File: src/hw/rtl/sft_pkg.sv
package sft_pkg;

   localparam int NODE_COUNT = 5;
   localparam int NODE_IDX_W = (NODE_COUNT > 1) ? $clog2(NODE_COUNT) : 1;
   localparam logic [7:0] NODE_COUNT_ID = 8'(NODE_COUNT);

   localparam int TIME_W    = 32;
   localparam int TIMEOUT_W = 20;
   localparam logic [TIMEOUT_W-1:0] TIMEOUT_RESET = TIMEOUT_W'(30000);

   localparam logic [1:0] FUNC_FRAME = 2'd0;
   localparam logic [1:0] FUNC_TICK  = 2'd1;
   localparam logic [1:0] FUNC_READ  = 2'd2;

   localparam logic [1:0] STATUS_OK        = 2'd0;
   localparam logic [1:0] STATUS_BAD_CHECK = 2'd1;
   localparam logic [1:0] STATUS_BAD_ID    = 2'd2;

   typedef struct packed {
      logic [1:0]         func;
      logic [7:0]         node_id;
      logic signed [15:0] temperature;
      logic [15:0]        battery_mv;
      logic [15:0]        seq_num;
      logic [7:0]         check_byte;
   } req_item_type;

   typedef struct packed {
      logic [1:0]         status;
      logic [7:0]         node_number;
      logic signed [15:0] node_temperature;
      logic [15:0]        node_voltage;
      logic [15:0]        node_seq;
      logic [15:0]        lost_frames;
      logic               is_online;
      logic               timed_out;
   } rsp_item_type;

endpackage

File: src/hw/rtl/sft_node_table.sv
module sft_node_table
   import sft_pkg::*;
(
   input  logic                 clock,
   input  logic                 reset,
   input  req_item_type         item,
   input  logic                 fire,
   input  logic [TIMEOUT_W-1:0] timeout_ms,
   output rsp_item_type         result,
   output logic                 has_result
);

   logic [TIME_W-1:0]      now_ff, now_in;
   logic [TIME_W-1:0]      last_heard_ff [NODE_COUNT];
   logic [TIME_W-1:0]      last_heard_in [NODE_COUNT];
   logic [15:0]            last_seq_ff [NODE_COUNT];
   logic [15:0]            last_seq_in [NODE_COUNT];
   logic [15:0]            lost_ff [NODE_COUNT];
   logic [15:0]            lost_in [NODE_COUNT];
   logic                   online_ff [NODE_COUNT];
   logic                   online_in [NODE_COUNT];
   logic signed [15:0]     temp_ff [NODE_COUNT];
   logic signed [15:0]     temp_in [NODE_COUNT];
   logic [15:0]            volt_ff [NODE_COUNT];
   logic [15:0]            volt_in [NODE_COUNT];

   logic [7:0]             xor_sum;
   logic                   check_ok;
   logic                   id_ok;
   logic [7:0]             id_less_one;
   logic [NODE_IDX_W-1:0]  idx;
   logic [TIME_W-1:0]      now_next;
   logic [TIME_W-1:0]      timeout_ext;
   logic                   seq_gap;
   logic [15:0]            lost_next;

   assign xor_sum = item.node_id ^ item.temperature[7:0] ^ item.temperature[15:8]
                  ^ item.battery_mv[7:0] ^ item.battery_mv[15:8]
                  ^ item.seq_num[7:0] ^ item.seq_num[15:8];
   assign check_ok    = (xor_sum == item.check_byte);
   assign id_ok       = (item.node_id != 8'd0) && (item.node_id <= NODE_COUNT_ID);
   assign id_less_one = item.node_id - 8'd1;
   assign idx         = id_less_one[NODE_IDX_W-1:0];
   assign now_next    = now_ff + TIME_W'(1);
   assign timeout_ext = TIME_W'(timeout_ms);

   // a stored sequence of zero means nothing heard yet: no gap counted
   assign seq_gap   = (last_seq_ff[idx] != 16'd0) &&
                      ({1'b0, item.seq_num} > ({1'b0, last_seq_ff[idx]} + 17'd1));
   assign lost_next = seq_gap ? (lost_ff[idx] + item.seq_num - last_seq_ff[idx] - 16'd1)
                              : lost_ff[idx];

   always_comb begin
      now_in        = now_ff;
      last_heard_in = last_heard_ff;
      last_seq_in   = last_seq_ff;
      lost_in       = lost_ff;
      online_in     = online_ff;
      temp_in       = temp_ff;
      volt_in       = volt_ff;
      result             = '0;
      result.node_number = item.node_id;
      has_result         = 1'b1;

      unique case (item.func)
         FUNC_FRAME: begin
            priority if (!check_ok) begin
               result.status = STATUS_BAD_CHECK;
            end else if (!id_ok) begin
               result.status = STATUS_BAD_ID;
            end else begin
               result.node_temperature = item.temperature;
               result.node_voltage     = item.battery_mv;
               result.node_seq         = item.seq_num;
               result.lost_frames      = lost_next;
               result.is_online        = 1'b1;
               // stamped with the current time, so silence is zero
               result.timed_out        = 1'b0;
               if (fire) begin
                  temp_in[idx]       = item.temperature;
                  volt_in[idx]       = item.battery_mv;
                  last_heard_in[idx] = now_ff;
                  online_in[idx]     = 1'b1;
                  lost_in[idx]       = lost_next;
                  last_seq_in[idx]   = item.seq_num;
               end
            end
         end
         FUNC_TICK: begin
            result.node_number = 8'd0;
            if (fire) begin
               now_in = now_next;
               for (int k = 0; k < NODE_COUNT; k++) begin
                  if (online_ff[k] && ((now_next - last_heard_ff[k]) > timeout_ext)) begin
                     online_in[k] = 1'b0;
                  end
               end
            end
         end
         FUNC_READ: begin
            if (!id_ok) begin
               result.status = STATUS_BAD_ID;
            end else begin
               result.node_temperature = temp_ff[idx];
               result.node_voltage     = volt_ff[idx];
               result.node_seq         = last_seq_ff[idx];
               result.lost_frames      = lost_ff[idx];
               result.is_online        = online_ff[idx];
               result.timed_out        = (now_ff - last_heard_ff[idx]) > timeout_ext;
            end
         end
         default: begin
            has_result = 1'b0;
         end
      endcase
   end

   always_ff @(posedge clock) begin
      if (reset) begin
         now_ff <= '0;
         for (int k = 0; k < NODE_COUNT; k++) begin
            last_heard_ff[k] <= '0;
            last_seq_ff[k]   <= '0;
            lost_ff[k]       <= '0;
            online_ff[k]     <= 1'b0;
            temp_ff[k]       <= '0;
            volt_ff[k]       <= '0;
         end
      end else begin
         now_ff        <= now_in;
         last_heard_ff <= last_heard_in;
         last_seq_ff   <= last_seq_in;
         lost_ff       <= lost_in;
         online_ff     <= online_in;
         temp_ff       <= temp_in;
         volt_ff       <= volt_in;
      end
   end

endmodule

File: src/hw/rtl/sensor_frame_tracker.sv
// Sensor frame tracker: per-node bookkeeping at the sink end of a sensor link.
// Request channel (req_valid / req_stall): func selects a received frame, a
// one millisecond tick or a read of one node's record. Every request but the
// unused func code returns exactly one response on the rsp_ channel
// (rsp_valid / rsp_stall); the unused code is dropped without a response.
// A request taken into the input register passes through the node table and
// its response is registered in the result register, which drives rsp_.
// Throughput: one request per cycle unless rsp_stall backs up; the node table
// update and all timeout compares lie between the input and result registers.
// When rsp_stall is held the result register keeps its response, the input
// register fills behind it and then req_stall rises; no request is lost.
// csr_ writes timeout_ms (always ready); write it only while the block is idle.
// Reset (synchronous) clears the millisecond counter and every node record,
// empties both registers and restores timeout_ms to 30000.
module sensor_frame_tracker
   import sft_pkg::*;
(
   input  logic                 clock,
   input  logic                 reset,
   input  logic                 req_valid,
   output logic                 req_stall,
   input  logic [1:0]           req_func,
   input  logic [7:0]           req_node_id,
   input  logic signed [15:0]   req_temperature,
   input  logic [15:0]          req_battery_mv,
   input  logic [15:0]          req_seq_num,
   input  logic [7:0]           req_check_byte,
   output logic                 rsp_valid,
   input  logic                 rsp_stall,
   output logic [1:0]           rsp_status,
   output logic [7:0]           rsp_node_number,
   output logic signed [15:0]   rsp_node_temperature,
   output logic [15:0]          rsp_node_voltage,
   output logic [15:0]          rsp_node_seq,
   output logic [15:0]          rsp_lost_frames,
   output logic                 rsp_is_online,
   output logic                 rsp_timed_out,
   input  logic                 csr_valid,
   output logic                 csr_ready,
   input  logic [TIMEOUT_W-1:0] csr_data
);

   logic                 in_valid_ff, in_valid_in;
   req_item_type         in_item_ff, in_item_in;
   logic                 out_valid_ff, out_valid_in;
   rsp_item_type         out_item_ff, out_item_in;
   logic [TIMEOUT_W-1:0] timeout_ff, timeout_in;

   rsp_item_type         table_result;
   logic                 table_has_result;
   logic                 in_fire;

   sft_node_table u_table (
      .clock      (clock),
      .reset      (reset),
      .item       (in_item_ff),
      .fire       (in_fire),
      .timeout_ms (timeout_ff),
      .result     (table_result),
      .has_result (table_has_result)
   );

   // a request with no response can leave even while the result register is held
   assign in_fire   = in_valid_ff && (!out_valid_ff || !rsp_stall || !table_has_result);
   assign req_stall = in_valid_ff && !in_fire;
   assign csr_ready = 1'b1;

   always_comb begin
      in_valid_in = in_valid_ff;
      in_item_in  = in_item_ff;
      if (!req_stall) begin
         in_valid_in = req_valid;
         in_item_in  = '{func:        req_func,
                         node_id:     req_node_id,
                         temperature: req_temperature,
                         battery_mv:  req_battery_mv,
                         seq_num:     req_seq_num,
                         check_byte:  req_check_byte};
      end

      out_valid_in = out_valid_ff;
      out_item_in  = out_item_ff;
      if (in_fire && table_has_result) begin
         out_valid_in = 1'b1;
         out_item_in  = table_result;
      end else if (!rsp_stall) begin
         out_valid_in = 1'b0;
      end

      timeout_in = timeout_ff;
      if (csr_valid && csr_ready) begin
         timeout_in = csr_data;
      end
   end

   always_ff @(posedge clock) begin
      if (reset) begin
         in_valid_ff  <= 1'b0;
         out_valid_ff <= 1'b0;
         timeout_ff   <= TIMEOUT_RESET;
      end else begin
         in_valid_ff  <= in_valid_in;
         out_valid_ff <= out_valid_in;
         timeout_ff   <= timeout_in;
      end
      in_item_ff  <= in_item_in;
      out_item_ff <= out_item_in;
   end

   assign rsp_valid            = out_valid_ff;
   assign rsp_status           = out_item_ff.status;
   assign rsp_node_number      = out_item_ff.node_number;
   assign rsp_node_temperature = out_item_ff.node_temperature;
   assign rsp_node_voltage     = out_item_ff.node_voltage;
   assign rsp_node_seq         = out_item_ff.node_seq;
   assign rsp_lost_frames      = out_item_ff.lost_frames;
   assign rsp_is_online        = out_item_ff.is_online;
   assign rsp_timed_out        = out_item_ff.timed_out;

endmodule

File: config.mk
export PLATFORM = sky130hd
export DESIGN_NAME = sensor_frame_tracker
export DESIGN_NICKNAME = d
export VERILOG_FILES = /design/src/hw/rtl/sft_pkg.sv /design/src/hw/rtl/sft_node_table.sv /design/src/hw/rtl/sensor_frame_tracker.sv
export SDC_FILE = /design/constraint.sdc
export NUM_CORES = 2
export LEC_CHECK = 0
export ABC_CLOCK_PERIOD_IN_PS = 22200
export CAP_MARGIN = 10
export CORE_MARGIN = 1
export CORE_UTILIZATION = 39
export CTS_CLUSTER_DIAMETER = 40
export DETAILED_ROUTE_END_ITERATION = 12
export DONT_BUFFER_PORTS = 1
export PLACE_DENSITY = 0.6
export SYNTH_ARGS = -nofsm -noshare
export SYNTH_HDL_FRONTEND = slang
export SYNTH_SLANG_ARGS = --single-unit
File: constraint.sdc
create_clock -name clock -period 22.2 [get_ports clock]
set_clock_uncertainty 0.1 [all_clocks]
set_input_delay 1.11 -clock clock [delete_from_list [all_inputs] [get_ports clock]]
set_output_delay 1.11 -clock clock [all_outputs]
set_load 0.01 [all_outputs]
## Word-level counts from Yosys, hierarchy flattened

Index checks and enable logic that the tools add are counted.

| word-level totals | value |
|---|---|
| output and inout port bits | 79 |
| memories kept | 0 |
| input port bits | 91 |
| latch bits | 0 |
| bits in read-only memories | 0 |
| register bits | 681 |
| bits in writable memories | 0 |

| cells by class | value |
|---|---|
| shift-type cells | 0 |
| reductions and logical operators | 29 |
| multipliers | 0 |
| add/sub/neg operators | 12 |
| divide/modulo/power cells | 0 |
| eq/ne operators | 13 |
| mux-type cells | 50 |
| bitwise logic cells | 8 |
| order comparisons | 10 |

Operators with widths:

| kind | count |
|---|---|
| 80-bit bitwise mux | 4 |
| 66-bit two-way mux | 3 |
| 16-bit binary-select mux with 3-bit select | 4 |
| 32-bit by 20-bit greater-than comparator with 1-bit output | 6 |
| 32-bit subtractor | 6 |
| 160-bit bitwise mux | 1 |
| 16-bit two-way mux | 10 |
| 66-bit one-hot mux with 2 select lines | 1 |
| 32-bit binary-select mux with 3-bit select | 1 |
| 32-bit demux with 3-bit select | 1 |
| 32-bit two-way mux | 3 |
| 16-bit demux with 3-bit select | 1 |
| 8-bit bitwise XOR | 6 |
| 32-bit by 1-bit adder with 32-bit output, second input constant | 1 |
| 6-bit AND reduction | 5 |
| 5-bit two-way mux | 4 |
| 16-bit by 1-bit adder with 17-bit output, second input constant | 1 |
| 16-bit by 17-bit greater-than comparator with 1-bit output | 1 |
| 16-bit adder | 1 |
| 2-bit by 1-bit inequality test with 1-bit output, second input constant | 8 |
| 16-bit nonzero test | 1 |
| 16-bit by 1-bit subtractor with 16-bit output, second input constant | 1 |
| 16-bit subtractor | 1 |
| 1-bit logical AND | 11 |
| 24 further kinds | 40 |

## Longest topological paths before layout

| depth | value |
|---|---|
| depth in word-level cells | 12 |
| gate-level depth with buffers | 39 |
| mapped depth without buffers | 29 |

## Modules after synthesis

Synthesis repeated with hierarchy kept, for this count alone.

| second synthesis, totals | value |
|---|---|
| cell total of the unflattened synthesis | 5637 |
| area total of the unflattened synthesis | 44646.6 µm² |

By module, submodules not included:

| module | seq. area each (µm²) | cells an instance | times used | area each (µm²) |
|---|---|---|---|---|
| sft_node_table | 10349.9 | 5416 | 1 | 39545.4 |
| sensor_frame_tracker | 4704.5 | 221 | 1 | 5101.1 |

## Worst setup path before layout

OpenSTA, ideal clock, no wires.

| timing path | value |
|---|---|
| path type | register to register |
| start | reg in_item_ff[56] in the netlist's numbering |
| end | reg out_item_ff, in the netlist rsp_timed_out (data pin) |
| stages on the path, launching flop included | 38 |
| setup slack | 14.188 ns |
| data arrival time | 7.641 ns |
| setup time | 0.271 ns |
| clock period less this slack | 8.012 ns |
| data required time | 21.829 ns |
| path through | edfxtp_1 > buf_4 > clkinv_1 > clkbuf_1 > clkbuf_1 > buf_1 > ha_1 > buf_2 > buf_4 > buf_2 > buf_2 > buf_2 > buf_2 > clkbuf_1 > buf_2 > buf_2 > buf_1 > a21oi_1 > [... 2 more ...] > o31a_1 > o21ai_0 > nand2b_1 > a31oi_1 > o21ai_0 > a21o_1 > a21oi_1 > xnor2_1 > ha_1 > nand4_1 > or2_2 > nor4_1 > a21oi_1 > o21ai_0 > o2111ai_1 > a211o_1 > a2111oi_0 > a31oi_1 |

| between the ends | value |
|---|---|
| word-level cells in the longest chain between the ends | 9 |
| elaborated cells between the ends (all ways) | 20 |

RTL lines:

| element | line | source |
|---|---|---|
| start: declaration | sensor_frame_tracker.sv:44 | `req_item_type in_item_ff, in_item_in;` |
| start signal: assignment | sensor_frame_tracker.sv:106 | `in_item_ff <= in_item_in;` |
| 3-bit by 1-bit subtractor with 3-bit output or 8-bit bitwise XOR (tied branches) | sft_node_table.sv:42, sft_node_table.sv:37 |  |
| 3-bit inverter with 4-bit output (implied by the code) or 8-bit bitwise XOR (tied branches) | sft_node_table.sv:109, sft_node_table.sv:37 |  |
| 32-bit binary-select mux with 3-bit select or 8-bit bitwise XOR (tied branches) | sft_node_table.sv:109, sft_node_table.sv:38 |  |
| 32-bit two-way mux (implied by the code) or 8-bit bitwise XOR (tied branches) | sft_node_table.sv:109, sft_node_table.sv:38 |  |
| 32-bit two-way mux (implied by the code) or 8-bit bitwise XOR (tied branches) | sft_node_table.sv:109, sft_node_table.sv:39 |  |
| 32-bit subtractor or 8-bit bitwise XOR (tied branches) | sft_node_table.sv:109, sft_node_table.sv:39 |  |
| 32-bit by 20-bit greater-than comparator with 1-bit output or 8-bit == test (tied branches) | sft_node_table.sv:109, sft_node_table.sv:40 |  |
| 66-bit two-way mux (on tied branches) | sft_node_table.sv:101, sft_node_table.sv:67 |  |
| 66-bit one-hot mux with 2 select lines (*) | sft_node_table.sv:65 | `unique case (item.func)` |
| end signal: assignment | sensor_frame_tracker.sv:107 | `out_item_ff <= out_item_in;` |
| end: declaration | sensor_frame_tracker.sv:46 | `rsp_item_type out_item_ff, out_item_in;` |

Every way passes the cells marked *; elsewhere a longest branch is shown, timed or not. The select of a mux whose other input is x is not followed.
A chain may end at the register's enable or synchronous reset.

## Final worst setup path

| timing path | value |
|---|---|
| start | reg in_item_ff[57] in the netlist's numbering |
| end | reg out_item_ff, in the netlist rsp_timed_out (data pin) |

Same word-level chain as after synthesis.

==> results.py <==
metrics = {
    "pwr": {
        "cellInternalPower_mw": 2.46,
        "report.power.total_mw": 3.30,
        "power.static_leakage_nw": 19.0,
        "power.share.clock_pct": 53.7,
        "net-switching-power_mw": 0.843,
        "share_seq_of_total_power_pct": 39.6,
        "pwr-share-comb_pct": 6.7,
        "power_per_cell_area_nw_per_um2": 67.5,
        "power.switching_fraction_pct": 25.5,
        "power.ir.vdd_worst_uv": 75.5,
    },
    "finish": {
        "final_net_count": 5852,
        "core_util_final_pct": 43.5,
        "number_of_inserted_filler_cells_in_the_final_layout": 11100,
        "final-instance-count-excl-fill": 6989,
        "insertedDiodeCount": 0,
        "synthToLayoutAreaGrowth_pct": 10.6,
        "final_layout_size_suffix_gt1_share_pct": 6.16,
    },
    "yosys": {
        "synth.area.mux_share_pct": 3.05,
        "synth_enable_flop_cells": 142,
        "ys_seq_elements": 681,
        "syn_area_um2": 44200,
        "synth_top_flop_cell": "dfxtp_1",
        "synth_nets": 6071,
        "synthArstFlopShare_pct": 0,
        "synth_cell_types": 90,
        "largest_family_of_logic_cells_by_synthesized_area": "compound AO/OA/AOI/OAI gates",
        "yosysSeqAreaShare_pct": 34.1,
        "synth_compound_area_share_pct": 21.9,
        "netlist.area_leader.share_pct": 24.4,
        "synth-xor-area-share_pct": 5.38,
        "ys_warn_count": 0,
        "synthDominantAreaCellType": "dfxtp_1",
        "top_post_synthesis_cells_by_area": "dfxtp_1, ha_1, edfxtp_1",
        "synth_simple_gate_area_share_pct": 18.8,
        "avgSynthCellArea_um2": 7.87,
        "number_of_cells_produced_by_synthesis": 5616,
        "post_synth_fa_ha_maj_area_fraction_pct": 10.7,
    },
    "floorplan": {
        "floorplan.initialDensity_pct": 39.3,
        "std_cell_rows": 123,
        "die_area_um2": 115000,
        "dieWidth_um": 339,
        "die_height_um": 339,
        "io-pin-count": 170,
        "coreArea_um2": 112000,
    },
    "routing": {
        "remaining_drc_errors": 0,
        "dr_total_vias": 40100,
        "ant_nets": 0,
        "routedWlPerCell_um": 21.6,
        "via_per_inst": 5.74,
        "route.final.wire_length_um": 151000,
        "firstDrtPassIters": 6,
        "drt_first_iter_violations": 4040,
    },
    "sta": {
        "timing.final.hold_violations": 0,
        "worstMarginPinSlew_ns": 2.06,
        "fmax_ghz": 0.138,
        "hold-worst-slack_ns": 0.347,
        "timing.final.setup_violations": 0,
        "layout_worst_path_cycle_share_pct": 32.6,
        "fin_setup_tns_ns": 0,
        "max_slew_margin_pct": -37.4,
        "grt_setup_unrepaired": "false",
        "slew_viol_final": 373,
        "finalCriticalPeriod_ns": 7.23,
    },
    "global_routing": {
        "grt_antenna_before_repair": 3,
        "grt_start_max_net_pins": 535,
        "overflow": 0,
        "grt_pass1_wl_um": 229000,
        "global_route.usage.total_pct": 25.4,
        "first_global_vias": 38300,
    },
    "clocking": {
        "clockRootBuffer": "clkbuf_16",
        "clk_pin_slew_worst_paths_ns": 0.06,
        "max-clock-path-buffers": 3,
        "cts_buffers": 107,
        "clkLatencyLatePin_ns": 0.71,
        "postCtsSetupBuffers": 0,
        "clock_tree_from_tritoncts": "yes",
        "cts_repair_resize_count": 0,
        "htree_num_levels": 3,
        "cts_hold_repair.buffers": 0,
        "cts.sinks": 681,
    },
    "worst_setup_path": {
        "element_type_at_the_critical_path_end": "flop",
        "arrival_ns": 7.56,
        "max_fo_critical_path": 55,
        "timing_worst_setup_path_type": "flop to flop",
        "sort_of_element_at_the_start_of_the_critical_path": "flop",
        "cp_data_required_time_ns": 22.53,
    },
    "placed_design": {
        "hpwl_um": 103000,
        "placed_cells_incl_taps": 6788,
        "gp_congestion": 0.946,
        "numPortBuffers": 0,
    },
    "min_path": {
        "min-delay-path-class": "flop to flop",
    },
    "outcome": {
        "outcome": "finished with violations",
        "failed_checks": "slew limit",
    },
    "run": {
        "max_cap_viol_count": 0,
    },
}
-- cell type report --
class	instances	area, um2	share of cell area [%]
Clock buffer	125	2910	5.95
Clock inverter	76	943	1.93
Inverter	295	1110	2.27
Multi-Input combinational cell	4255	26600	54.3
Sequential cell	681	15100	30.8
Tap cell	1500	1880	3.84
Timing Repair Buffer	57	440	0.901
-- worst paths after layout --
| path | from | end | slack (ns) | cells after the start |
|---|---|---|---|---|
| max | in_item_ff[57] | rsp_timed_out | 14.97 | 25 |
| min | u_table.temp_ff[42] | u_table.temp_ff[42] | 0.35 | 2 |
| max reg2reg | in_item_ff[57] | rsp_timed_out | 14.97 | 25 |
| min reg2reg | u_table.temp_ff[42] | u_table.temp_ff[42] | 0.35 | 2 |
-- kinds of logic after synthesis --
| family | Yosys count |
|---|---|
| xor+xnor | 269 |
| fa+ha+maj | 364 |
| compound gates | 1584 |
| other cells | 1 |
| buf+inv | 680 |
| flops | 681 |
| simple gates | 1915 |
| mux | 122 |
-- power by group through the flow --
stage               registers [mW]  logic (mW)  clock network [mW]
finish                        1.31       0.222                1.77
global route                  1.31       0.240                1.85
CTS                           1.31       0.221                1.80
detailed placement            1.33       0.220                   0
global placement              1.33       0.218                   0
floorplan                     1.31       0.177                   0
-- through the flow --
| stage | setup slack (ns) | area (um2) |
|---|---|---|
| 2_1_floorplan | 14.19 | 44200 |
| 3_3_place_gp | 15.09 | 45100 |
| 3_5_place_dp | 14.99 | 45100 |
| 4_1_cts | 14.93 | 48900 |
| 5_1_grt | 14.60 | 48900 |
| 6_report | 14.97 | 48900 |
-- metal layers --
layer  track usage (%)  up-vias  part of all wire [%]
met4              7.26        4                   2.8
met1              34.7    19100                    44
li1                  -    19200                     -
met2              40.7     1570                    45
met5                 0        -                 0.020
met3              4.95      247                   8.3
-- Yosys cell counts (all sizes together) (105+ instances only) --
library cell,instances
a21o,105
a21oi,816
buf,131
clkbuf,254
dfxtp,539
edfxtp,142
ha,342
inv,294
nand2,1045
nor2,423
o21ai,185
xnor2,190
-- placed cells by master, fill, tap and decap left out, types with 20 or more instances in the layout --
cell type  synthesis  routed
nor2b_1           48      47
a211oi_1          67      67
xnor2_1          188     188
xor2_1            78      78
dfxtp_1          539     539
a21oi_1          806     805
nor3_1            53      53
edfxtp_1         142     142
nand3_1           79      78
inv_1            294     294
a32o_1            30      30
o211ai_1          28      28
buf_4             12      56
o21bai_1          33      33
fa_1              22      22
ha_1             342     341
clkbuf_16          0     109
and3_1            33      32
or3_1             21      20
a22o_1            54      54
nor4_1            20      20
nand2_1         1045    1042
o21ai_0          176     176
a31oi_1           20      20
mux2i_1          102     102
nand4_1           68      68
nor2_1           420     417
o21a_1            39      39
nand2b_1          34      34
o22ai_1           64      64
a21o_1           105     105
-- worst max-delay path: stages, from the launching register on --
cell and delay (ns):
edfxtp_1 0.38, inv_1 0.10, ha_4 0.66, buf_4 0.63
buf_4 0.72, mux2i_1 0.26, nor2_1 0.06, a21oi_1 0.36
nor2_1 0.09, a21oi_1 0.15, ha_1 0.29, o21a_1 0.12
nor2_1 0.15, nor2b_1 0.11, a21o_1 0.18, a21oi_1 0.16
xnor2_1 0.13, ha_1 0.26, a21o_1 0.16, a21oi_1 0.19
o311ai_0 0.16, o21ai_0 0.45, o2111ai_1 0.18, a211o_1 0.25
a2111oi_0 0.39, a31oi_1 0.13
-- sequential cells by signal, indices dropped and copies added, names as in the netlist --
name                   count
u_table.last_heard_ff    160
u_table.last_seq_ff       80
u_table.lost_ff           80
u_table.temp_ff           80
u_table.volt_ff           80
in_item_ff                66
u_table.now_ff            32
timeout_ff                20
rsp_lost_frames           16
rsp_node_seq              16
rsp_node_temperature      16
rsp_node_voltage          16
rsp_node_number            8
u_table.online_ff          5
rsp_status                 2
in_valid_ff                1
rsp_is_online              1
rsp_timed_out              1
rsp_valid                  1
Power figures use the tool's default switching activity.
